[config.mk]
export PLATFORM = sky130hd
export DESIGN_NAME = escaped_frame_receiver
export DESIGN_NICKNAME = d
export VERILOG_FILES = /design/src/rtl/efr_pkg.sv /design/src/rtl/escaped_frame_receiver.sv
export VERILOG_INCLUDE_DIRS = /design/src /design/src/rtl
export SDC_FILE = /design/constraint.sdc
export NUM_CORES = 1
export LEC_CHECK = 0
export ABC_AREA = 1
export BUFFER_PORTS_ARGS = -buffer_cell sky130_fd_sc_hd__buf_2
export CAP_MARGIN = 20
export CORE_UTILIZATION = 45
export CTS_CLUSTER_SIZE = 12
export DETAILED_ROUTE_END_ITERATION = 10
export PLACE_DENSITY_LB_ADDON = 0.2
export SLEW_MARGIN = 20
export SYNTH_ARGS = -nofsm -noshare
export SYNTH_HDL_FRONTEND = slang
export SYNTH_SLANG_ARGS = --single-unit
[constraint.sdc]
create_clock -name clk -period 5.9 [get_ports clk]
set_clock_uncertainty 0.05 [all_clocks]
set_input_delay 1.18 -clock clk [delete_from_list [all_inputs] [get_ports clk]]
set_output_delay 1.18 -clock clk [all_outputs]
set_load 0.01 [all_outputs]
[src/rtl/escaped_frame_receiver_assert.svh]
// assertion macros for the escaped frame receiver
`ifndef ESCAPED_FRAME_RECEIVER_ASSERT_SVH
`define ESCAPED_FRAME_RECEIVER_ASSERT_SVH

`ifndef SYNTHESIS

// same-cycle implication, checked on every clock edge outside reset
`define EFR_ASSERT_IMPLIES(label, lhs, rhs, msg) \
    label: assert property (@(posedge clk) disable iff (!rst_n) (lhs) |-> (rhs)) \
        else $error(msg);

// next-cycle implication
`define EFR_ASSERT_NEXT(label, lhs, rhs, msg) \
    label: assert property (@(posedge clk) disable iff (!rst_n) (lhs) |=> (rhs)) \
        else $error(msg);

`else

`define EFR_ASSERT_IMPLIES(label, lhs, rhs, msg)
`define EFR_ASSERT_NEXT(label, lhs, rhs, msg)

`endif

`endif

[src/rtl/efr_pkg.sv]
package efr_pkg;

    // framing bytes
    localparam logic [7:0] FLAG_BYTE   = 8'h7E;
    localparam logic [7:0] ESCAPE_BYTE = 8'h7D;

    // default limits
    localparam int DEFAULT_MAX_PAYLOAD = 255;
    localparam logic [19:0] TIMEOUT_RESET = 20'd20000;
    localparam logic [19:0] TICK_SATURATE = 20'hFFFFF;
    localparam logic [7:0]  COUNT_SATURATE = 8'hFF;

    // input commands
    localparam logic [1:0] CMD_BYTE = 2'd0;
    localparam logic [1:0] CMD_ARM  = 2'd1;
    localparam logic [1:0] CMD_TICK = 2'd2;

    // result kinds
    localparam logic [1:0] KIND_PAYLOAD = 2'd0;
    localparam logic [1:0] KIND_REPORT  = 2'd1;
    localparam logic [1:0] KIND_EXTRA   = 2'd2;

    // header positions
    localparam logic [1:0] HDR_ADDRESS = 2'd0;
    localparam logic [1:0] HDR_COMMAND = 2'd1;
    localparam logic [1:0] HDR_STATUS  = 2'd2;
    localparam logic [1:0] HDR_LENGTH  = 2'd3;

    // receive phases
    typedef enum logic [6:0] {
        PH_UNARMED = 7'b0000001,
        PH_START   = 7'b0000010,
        PH_HEADER  = 7'b0000100,
        PH_DATA    = 7'b0001000,
        PH_SUM     = 7'b0010000,
        PH_END     = 7'b0100000,
        PH_DONE    = 7'b1000000
    } phase_t;

    // one result transaction
    typedef struct packed {
        logic [1:0] kind;
        logic [7:0] payload_byte;
        logic [7:0] frame_address;
        logic [7:0] frame_command;
        logic [6:0] device_status;
        logic       device_error;
        logic [7:0] data_length;
        logic       timed_out;
        logic       checksum_error;
        logic       overflow;
        logic       missing_end;
    } result_t;

    // unescape the byte that follows an escape mark
    function automatic logic [7:0] map_escaped(input logic [7:0] b);
        logic [7:0] m;
        unique case (b)
            8'h31:   m = 8'h11;
            8'h33:   m = 8'h13;
            8'h5D:   m = 8'h7D;
            8'h5E:   m = 8'h7E;
            default: m = b;
        endcase
        return m;
    endfunction

endpackage

[src/rtl/escaped_frame_receiver.sv]
// Escaped frame receiver: after an arm transaction it hunts for a 0x7E start
// byte, unescapes and collects four header bytes, the payload and a checksum,
// and issues one frame report on the closing byte or on timeout (counted in
// tick transactions against timeout_ticks, written through cfg_we/cfg_wdata;
// the user must write it only while idle, which the block does not enforce).
// Payload bytes within the armed limit come out as they arrive; bytes after
// the report come out as extra notices. One transaction is taken every cycle
// while in_ready is high; each passes an input register and then the result
// register, and a stalled result holds the input register, dropping in_ready.
`include "escaped_frame_receiver_assert.svh"

module escaped_frame_receiver
    import efr_pkg::*;
#(
    parameter int MAX_PAYLOAD = DEFAULT_MAX_PAYLOAD
)
(
    input  logic        clk,
    input  logic        rst_n,
    input  logic        cfg_we,
    input  logic [19:0] cfg_wdata,
    input  logic        in_valid,
    output logic        in_ready,
    input  logic [1:0]  command,
    input  logic [7:0]  rx_byte,
    input  logic [7:0]  max_length,
    output logic        out_valid,
    input  logic        out_ready,
    output logic [1:0]  kind,
    output logic [7:0]  payload_byte,
    output logic [7:0]  frame_address,
    output logic [7:0]  frame_command,
    output logic [6:0]  device_status,
    output logic        device_error,
    output logic [7:0]  data_length,
    output logic        timed_out,
    output logic        checksum_error,
    output logic        overflow,
    output logic        missing_end
);

    localparam logic [7:0] LIMIT_MAX = 8'(MAX_PAYLOAD);

    // configuration
    logic [19:0] timeout_ticks_reg;

    // input register
    logic        stage_valid_reg;
    logic [1:0]  stage_cmd_reg;
    logic [7:0]  stage_byte_reg;
    logic [7:0]  stage_maxl_reg;

    // receive state
    phase_t      phase_reg, phase_next;
    logic [1:0]  header_index_reg, header_index_next;
    logic [7:0]  header_store_reg [4];
    logic [7:0]  header_store_next [4];
    logic [7:0]  payload_count_reg, payload_count_next;
    logic        escape_pending_reg, escape_pending_next;
    logic [7:0]  running_sum_reg, running_sum_next;
    logic [7:0]  received_sum_reg, received_sum_next;
    logic [19:0] tick_count_reg, tick_count_next;
    logic [7:0]  length_limit_reg, length_limit_next;

    // result register
    logic        out_valid_reg, out_valid_next;
    result_t     result_reg, result_next;
    logic        result_fire;

    logic        advance;
    logic        process;
    logic [7:0]  data_byte;
    logic [19:0] tick_inc;
    logic [7:0]  count_inc;

    // handshakes
    assign advance  = !out_valid_reg || out_ready;
    assign process  = stage_valid_reg && advance;
    assign in_ready = !stage_valid_reg || advance;

    // configuration register
    always_ff @(posedge clk or negedge rst_n)
    begin
        if (!rst_n)
        begin
            timeout_ticks_reg <= TIMEOUT_RESET;
        end
        else if (cfg_we)
        begin
            timeout_ticks_reg <= cfg_wdata;
        end
    end

    // input register
    always_ff @(posedge clk or negedge rst_n)
    begin
        if (!rst_n)
        begin
            stage_valid_reg <= 1'b0;
        end
        else if (in_ready)
        begin
            stage_valid_reg <= in_valid;
        end
    end

    always_ff @(posedge clk)
    begin
        if (in_valid && in_ready)
        begin
            stage_cmd_reg  <= command;
            stage_byte_reg <= rx_byte;
            stage_maxl_reg <= max_length;
        end
    end

    assign data_byte = escape_pending_reg ? map_escaped(stage_byte_reg) : stage_byte_reg;
    assign tick_inc  = (tick_count_reg < TICK_SATURATE) ? tick_count_reg + 20'd1
                                                        : tick_count_reg;
    assign count_inc = (payload_count_reg < COUNT_SATURATE) ? payload_count_reg + 8'd1
                                                            : payload_count_reg;

    // per-transaction state update and result formation
    always_comb
    begin
        logic make_report;
        logic report_tmo;
        logic report_noend;
        logic ovf;

        phase_next          = phase_reg;
        header_index_next   = header_index_reg;
        header_store_next   = header_store_reg;
        payload_count_next  = payload_count_reg;
        escape_pending_next = escape_pending_reg;
        running_sum_next    = running_sum_reg;
        received_sum_next   = received_sum_reg;
        tick_count_next     = tick_count_reg;
        length_limit_next   = length_limit_reg;
        result_next         = '0;
        result_fire         = 1'b0;
        make_report         = 1'b0;
        report_tmo          = 1'b0;
        report_noend        = 1'b0;

        priority if (stage_cmd_reg == CMD_ARM)
        begin
            phase_next          = PH_START;
            header_index_next   = '0;
            payload_count_next  = '0;
            escape_pending_next = 1'b0;
            running_sum_next    = '0;
            received_sum_next   = '0;
            tick_count_next     = '0;
            length_limit_next   = (stage_maxl_reg > LIMIT_MAX) ? LIMIT_MAX : stage_maxl_reg;
        end
        else if (stage_cmd_reg == CMD_TICK)
        begin
            if (phase_reg != PH_UNARMED && phase_reg != PH_DONE)
            begin
                tick_count_next = tick_inc;
                if (tick_inc >= timeout_ticks_reg)
                begin
                    make_report = 1'b1;
                    report_tmo  = 1'b1;
                end
            end
        end
        else if (stage_cmd_reg == CMD_BYTE)
        begin
            unique case (phase_reg)
                PH_START:
                begin
                    if (stage_byte_reg == FLAG_BYTE)
                    begin
                        phase_next = PH_HEADER;
                    end
                end
                PH_END:
                begin
                    make_report  = 1'b1;
                    report_noend = (stage_byte_reg != FLAG_BYTE);
                end
                PH_DONE:
                begin
                    result_fire              = 1'b1;
                    result_next.kind         = KIND_EXTRA;
                    result_next.payload_byte = stage_byte_reg;
                end
                PH_HEADER, PH_DATA, PH_SUM:
                begin
                    if (!escape_pending_reg && stage_byte_reg == ESCAPE_BYTE)
                    begin
                        escape_pending_next = 1'b1;
                    end
                    else
                    begin
                        escape_pending_next = 1'b0;
                        unique case (phase_reg)
                            PH_HEADER:
                            begin
                                header_store_next[header_index_reg] = data_byte;
                                running_sum_next = running_sum_reg + data_byte;
                                if (header_index_reg == HDR_LENGTH)
                                begin
                                    phase_next = (data_byte != 8'd0) ? PH_DATA : PH_SUM;
                                end
                                else
                                begin
                                    header_index_next = header_index_reg + 2'd1;
                                end
                            end
                            PH_DATA:
                            begin
                                running_sum_next   = running_sum_reg + data_byte;
                                payload_count_next = count_inc;
                                if (count_inc >= header_store_reg[HDR_LENGTH])
                                begin
                                    phase_next = PH_SUM;
                                end
                                if (payload_count_reg < length_limit_reg)
                                begin
                                    result_fire              = 1'b1;
                                    result_next.kind         = KIND_PAYLOAD;
                                    result_next.payload_byte = data_byte;
                                end
                            end
                            default:
                            begin
                                received_sum_next = data_byte;
                                phase_next        = PH_END;
                            end
                        endcase
                    end
                end
                default:
                begin
                end
            endcase
        end
        else
        begin
        end

        // frame report from the stored header and sums
        ovf = (header_store_reg[HDR_LENGTH] > length_limit_reg);
        if (make_report)
        begin
            phase_next                 = PH_DONE;
            result_fire                = 1'b1;
            result_next.kind           = KIND_REPORT;
            result_next.frame_address  = header_store_reg[HDR_ADDRESS];
            result_next.frame_command  = header_store_reg[HDR_COMMAND];
            result_next.device_status  = header_store_reg[HDR_STATUS][6:0];
            result_next.device_error   = header_store_reg[HDR_STATUS][7];
            result_next.data_length    = ovf ? length_limit_reg : header_store_reg[HDR_LENGTH];
            result_next.timed_out      = report_tmo;
            result_next.checksum_error = (received_sum_reg != ~running_sum_reg);
            result_next.overflow       = ovf;
            result_next.missing_end    = report_noend;
        end
    end

    // receive state registers
    always_ff @(posedge clk or negedge rst_n)
    begin
        if (!rst_n)
        begin
            phase_reg          <= PH_UNARMED;
            header_index_reg   <= '0;
            header_store_reg   <= '{default: 8'd0};
            payload_count_reg  <= '0;
            escape_pending_reg <= 1'b0;
            running_sum_reg    <= '0;
            received_sum_reg   <= '0;
            tick_count_reg     <= '0;
            length_limit_reg   <= '0;
        end
        else if (process)
        begin
            phase_reg          <= phase_next;
            header_index_reg   <= header_index_next;
            header_store_reg   <= header_store_next;
            payload_count_reg  <= payload_count_next;
            escape_pending_reg <= escape_pending_next;
            running_sum_reg    <= running_sum_next;
            received_sum_reg   <= received_sum_next;
            tick_count_reg     <= tick_count_next;
            length_limit_reg   <= length_limit_next;
        end
    end

    // result register
    always_comb
    begin
        out_valid_next = out_valid_reg && !out_ready;
        if (process && result_fire)
        begin
            out_valid_next = 1'b1;
        end
    end

    always_ff @(posedge clk or negedge rst_n)
    begin
        if (!rst_n)
        begin
            out_valid_reg <= 1'b0;
        end
        else
        begin
            out_valid_reg <= out_valid_next;
        end
    end

    always_ff @(posedge clk)
    begin
        if (process && result_fire)
        begin
            result_reg <= result_next;
        end
    end

    assign out_valid      = out_valid_reg;
    assign kind           = result_reg.kind;
    assign payload_byte   = result_reg.payload_byte;
    assign frame_address  = result_reg.frame_address;
    assign frame_command  = result_reg.frame_command;
    assign device_status  = result_reg.device_status;
    assign device_error   = result_reg.device_error;
    assign data_length    = result_reg.data_length;
    assign timed_out      = result_reg.timed_out;
    assign checksum_error = result_reg.checksum_error;
    assign overflow       = result_reg.overflow;
    assign missing_end    = result_reg.missing_end;

    // checks
    `EFR_ASSERT_IMPLIES(a_ready_stall, !in_ready, stage_valid_reg && out_valid_reg && !out_ready, "in_ready low without a stalled result")
    `EFR_ASSERT_IMPLIES(a_start_index, phase_reg == PH_START, header_index_reg == 2'd0, "header index not cleared while hunting for start")
    `EFR_ASSERT_IMPLIES(a_data_count, phase_reg == PH_DATA, payload_count_reg < header_store_reg[HDR_LENGTH], "payload count reached header length in data phase")

endmodule

==> After elaboration in Yosys (flattened, before gate mapping) <==
Index checks and enable logic that the tools add are counted.
W data, S select, Z words.
{ "word_totals": {"reg_bits": 180, "in_bits": 43, "out_inout_bits": 48, "wordCells": 193} }
{ "op_classes": {"add_sub_neg": 4, "order_cmp": 9, "n_eq_ne": 28, "muxes": 75, "bitwise_logic": 8, "n_reduce_logical": 39} }
{ "op_table": {"columns": ["op", "n"], "rows": [
  ["$mux W8", 26],
  ["$mux W20", 4],
  ["$mux W7", 8],
  ["$bwmux W32", 1],
  ["$eq A8 B7 Y1 const B", 4],
  ["$pmux W8 S4", 1],
  ["$pmux W7 S2", 2],
  ["$mux W9", 3],
  ["$add A20 B1 Y20 const B", 1],
  ["$ge A20 B20 Y1", 1],
  ["$lt A20 B20 Y1 const B", 1],
  ["$pmux W10 S2", 1],
  ["$mux W1", 19],
  ["$reduce_and A6 Y1", 3],
  ["$demux W8 S2", 1],
  ["$eq A8 B6 Y1 const B", 2],
  ["$mux W2", 7],
  ["$reduce_and A7 Y1", 2],
  ["$reduce_bool A2 Y1", 7],
  ["$ne A5 B5 Y1 const B", 2],
  ["$reduce_or A3 Y1", 3],
  ["$add A8 B1 Y8 const B", 1],
  ["$add A8 B8 Y8", 1],
  ["$ge A8 B8 Y1", 1],
  ["other kinds (42)", 61]
]} }

==> Logic depth before layout (Yosys ltp) <==
{ "depth": {"ltp_word": 13, "depth_mapped": 25, "depth_no_buf": 25} }

==> Worst setup path after synthesis <==
Ideal clock, no wire load.
{ "synth_timing": {"kind": "reg2reg", "start": "reg tick_count_reg[0]", "end": "reg result_reg (netlist bit checksum_error) (enable)", "setup_ns": 0.404, "t_arrival_ns": 3.772, "t_required_ns": 5.446, "path_slack_ns": 1.673, "stages_incl_launch_ff": 22, "path_buffers": 0, "period_less_slack_ns": 4.227, "cell_sequence": "dfrtp_1 > ha_1 > nand3_1 > inv_1 > nand4_1 > nor2_1 > nand2_1 > nor2_1 > nand4_1 > xor2_1 > inv_1 > ha_1 > nand2_1 > nor2_1 > inv_1 > nor2_1 > nand4_1 > nand4_1 > nand2_1 > nand2_1 > nand3_1 > nand2_1"} }
{ "synth_between": {"elab_chain_len": 9, "elab_cells_between_ends": 10, "cone_classes": "add/sub: 1; order compare: 2; mux: 6; reduce/logical: 1"} }
{ "synth_lines": {"columns": ["element", "line_no", "text"], "rows": [
  ["start: declaration", "escaped_frame_receiver.sv:62", "logic [19:0] tick_count_reg, tick_count_next;"],
  ["start signal: assignment", "escaped_frame_receiver.sv:288", "tick_count_reg <= tick_count_next;"],
  ["$add A20 B1 Y20 or $lt A20 B20 Y1 (tied branches)", "escaped_frame_receiver.sv:118", "assign tick_inc = (tick_count_reg < TICK_SATURATE) ? tick_count_reg + 20'd1"],
  ["$mux W20 *", "escaped_frame_receiver.sv:118", null],
  ["$ge A20 B20 Y1 *", "escaped_frame_receiver.sv:162", "if (tick_inc >= timeout_ticks_reg)"],
  ["$mux W1 *", "escaped_frame_receiver.sv:162", null],
  ["$mux W1 *", "escaped_frame_receiver.sv:159", "if (phase_reg != PH_UNARMED && phase_reg != PH_DONE)"],
  ["$mux W1 *", "escaped_frame_receiver.sv:157", "else if (stage_cmd_reg == CMD_TICK)"],
  ["$mux W1 *", "escaped_frame_receiver.sv:146", "priority if (stage_cmd_reg == CMD_ARM)"],
  ["$mux W1 *", "escaped_frame_receiver.sv:247", "if (make_report)"],
  ["$logic_and A1 B1 Y1 *", "escaped_frame_receiver.sv:317", "if (process && result_fire)"],
  ["end signal: assignment", "escaped_frame_receiver.sv:319", "result_reg <= result_next;"],
  ["end: declaration", "escaped_frame_receiver.sv:67", "result_t result_reg, result_next;"]
]} }
Every way passes the cells marked *; elsewhere a longest branch is shown, timed or not.
A chain may end at the register's enable or synchronous reset.

==> Worst setup path in the final report <==
{ "layout_timing": {"start": "reg tick_count_reg[0]", "end": "reg result_reg (netlist bit data_length[0]) (enable)"} }
Same word-level chain as after synthesis.

==> results.py <==
metrics = {
    "grt": {
        "overflow": 0,
        "grt_max_degree": 77,
        "grt_usage_pct": 21.1,
        "grt_pass1_wl_mm": 33.3,
        "grt_pass1_vias": 6588,
        "antenna_found_initial": 0,
    },
    "drt": {
        "ant_nets": 0,
        "firstDrtPassIters": 7,
        "drtIter0Drc": 470,
        "wl_per_cell_um": 14.4,
        "wl_met2_mm": 9.35,
        "route.met3.wl_um": 908,
        "avgViaCountPerCell": 5.04,
        "wl_mm": 20.0,
        "vias": 6994,
        "wl_met1_mm": 9.48,
        "top_layer": "met4",
        "drcViolationCount": 0,
    },
    "layout": {
        "fin_nets": 1214,
        "diodes": 0,
        "layout_commonest_cell": "nand2_1",
        "syn2layout_area_growth_pct": 14.4,
        "largest_reg_flops": 32,
        "layout_common_cells": "216 x nand2_1, 165 x inv_1, 110 x dfrtp_1",
        "drive_above_1_share_pct": 13.6,
    },
    "clocking": {
        "postCtsSetupRepairBufs": 0,
        "clk_pin_slew_ns": 0.07,
        "htreeDepth": 4,
        "cts_sinks": 180,
        "clockBufferDepth": 2,
        "cts_inserted_buffers": 17,
        "clock-root-buffer": "clkbuf_16",
        "cts_resized": 0,
        "hold_buffers": 0,
        "clk_latency_ns": 0.44,
        "cts_tree": "built",
    },
    "die": {
        "die_h_um": 145,
        "fp.dieW_um": 145,
        "design.core.area_um2": 19700,
        "rows": 51,
        "num_io_pins": 91,
        "die_area_um2": 20900,
        "initial_utilization_pct": 46.4,
    },
    "power": {
        "p_switching_uw": 1590,
        "switching_share_pct": 36.9,
        "combPwrFrac_pct": 30.5,
        "p_int_uw": 2710,
        "pwr-share-clk_pct": 27.1,
        "peakVddDrop_v": 0.000208,
        "power_density_nw_per_um2": 411,
        "p_leak_uw": 0.00504,
        "p_seq_share_pct": 42.4,
    },
    "setup_path": {
        "required_ns": 5.90,
        "endpoint_kind": "register",
        "crit_type": "reg -> reg",
        "crit_path_start_kind": "register",
        "crit_arrival_ns": 4.64,
        "critPathMaxFanout": 46,
    },
    "yosys": {
        "synth_top_cell_area_share_pct": 30.1,
        "synth_top_area_cell": "dfrtp_1",
        "syn_inst": 1023,
        "synth.area.top_cells": "dfrtp_1 30%, edfxtp_1 21%, nand2_1 8.9%, ha_1 8.1%, inv_1 6.8%",
        "ys_ff_latch": 180,
        "synth_nets": 1126,
        "avgSynthCellArea_um2": 8.94,
        "synth_async_sr_flop_share_pct": 64.4,
        "netlist-cell-type-count": 37,
        "yosysSeqAreaShare_pct": 52.8,
        "synth_ff_type": "dfrtp_1",
        "syn_area_um2": 9150,
        "yosysWarningCount": 0,
        "synth_edf_count": 64,
    },
    "timing": {
        "setup_viol": 0,
        "hold_viol_final": 0,
        "finalMaxSlewViolations": 0,
        "worst_slew_pin_slew_ns": 1.07,
        "fin_crit_ns": 4.63,
        "fin_setup_tns_ns": 0,
        "hold_slack_ns": 0.433,
        "relSlewSlack_pct": 28.4,
        "fmax_ghz": 0.216,
        "post-route-period-util_pct": 78.5,
        "rsz0062_at_grt": "no",
    },
    "place": {
        "hpwl_mm": 14.4,
        "place_congestion": 0.866,
        "port_buffers": 90,
    },
    "outcome": {
        "outcome": "completed",
    },
    "min_path": {
        "hold_path.class": "reg -> reg",
    },
    "job": {
        "max_cap_viol_count": 0,
    },
}
[final cells by class]
class                   instances  area (um^2)
inverters                     169          634
repair buffers                 93          479
multi-input cells             650         3580
clock buffers                  18          429
fillers                      1802         9250
flip-flops and latches        180         4830
well taps                     265          332
clock inverters                14          180
[worst paths after layout]
kind | slack (ns) | cells after the start | startpoint | endpoint
min in group asynchronous | 0.71 | 1 | rst_n | tick_count_reg[7]
setup reg to reg | 1.27 | 21 | tick_count_reg[0] | data_length[0]
hold / removal | 0.43 | 2 | header_store_reg[24] | header_store_reg[24]
setup / recovery | 1.27 | 21 | tick_count_reg[0] | data_length[0]
max in group asynchronous | 4.09 | 2 | rst_n | timeout_ticks_reg[14]
hold reg to reg | 0.43 | 2 | header_store_reg[24] | header_store_reg[24]
[stage by stage]
stage	total power (uW)	instances	utilization, %	cell area [um^2]	worst slack [ns]
after CTS	4330	1389	53.1	10500	1.26
after detailed placement	3160	1357	50.0	9860	1.31
after global placement	3100	1357	50.0	9860	1.48
after floorplan	2790	1023	-	9150	1.67
final	4300	1389	53.1	10500	1.27
after global routing	4660	1389	53.1	10500	0.869
[power groups by stage]
stage                     registers (uW)  clock network, uW  logic (uW)
after floorplan                     1790                  0        1000
after global placement              1840                  0        1270
after detailed placement            1840                  0        1310
after CTS                           1820               1190        1320
after global routing                1860               1240        1560
final                               1820               1170        1310
[worst max-delay path: stages (launching register included)]
cell and delay, ns:
dfrtp_1 0.41, ha_1 0.20, nand3_1 0.12, inv_1 0.12
nand4_1 0.15, nor2_1 0.22, nand2_1 0.12, nor2_1 0.24
nand4_1 0.15, xor2_1 0.21, inv_1 0.06, ha_1 0.27
nand2_1 0.06, nor2_1 0.18, inv_1 0.06, nor2_1 0.12
nand4_1 0.10, nand4_1 0.16, nand2_1 0.08, nand2_1 0.17
nand3_1 0.16, nand2_2 0.80
[metal layers]
metal,global-route usage [%],vias up
met5,0,-
met4,6.15,0
met3,4.37,26
met2,34.0,166
met1,28.7,3289
li1,-,3513
[synthesized netlist by cell type (2+ instances only)]
| master | number |
|---|---|
| a21oi_1 | 44 |
| a31oi_1 | 2 |
| a32o_1 | 2 |
| buf_2 | 10 |
| clkbuf_1 | 14 |
| dfrtp_1 | 110 |
| dfstp_2 | 6 |
| edfxtp_1 | 64 |
| ha_1 | 59 |
| inv_1 | 165 |
| inv_2 | 3 |
| nand2_1 | 217 |
| nand2_2 | 5 |
| nand3_1 | 43 |
| nand4_1 | 17 |
| nor2_1 | 71 |
| nor3_1 | 20 |
| nor4_1 | 8 |
| o21ai_0 | 96 |
| o22ai_1 | 10 |
| or2_2 | 11 |
| xnor2_1 | 11 |
| xor2_1 | 21 |
[kinds of logic (layout without fill, tap and decap cells)]
| group | after synthesis | count (layout) | share of synthesized area [%] |
|---|---|---|---|
| and+or+nand+nor | 396 | 396 | 18.4 |
| buffers and inverters | 193 | 294 | 8.05 |
| adders and majority gates | 60 | 60 | 8.29 |
| DFF | 180 | 180 | 52.8 |
| muxes | 1 | 1 | 0.123 |
| AOI/OAI and AO/OA | 161 | 161 | 9.27 |
| xor gates and xnor gates | 32 | 32 | 3.06 |
(Power assumes the default switching activity.)
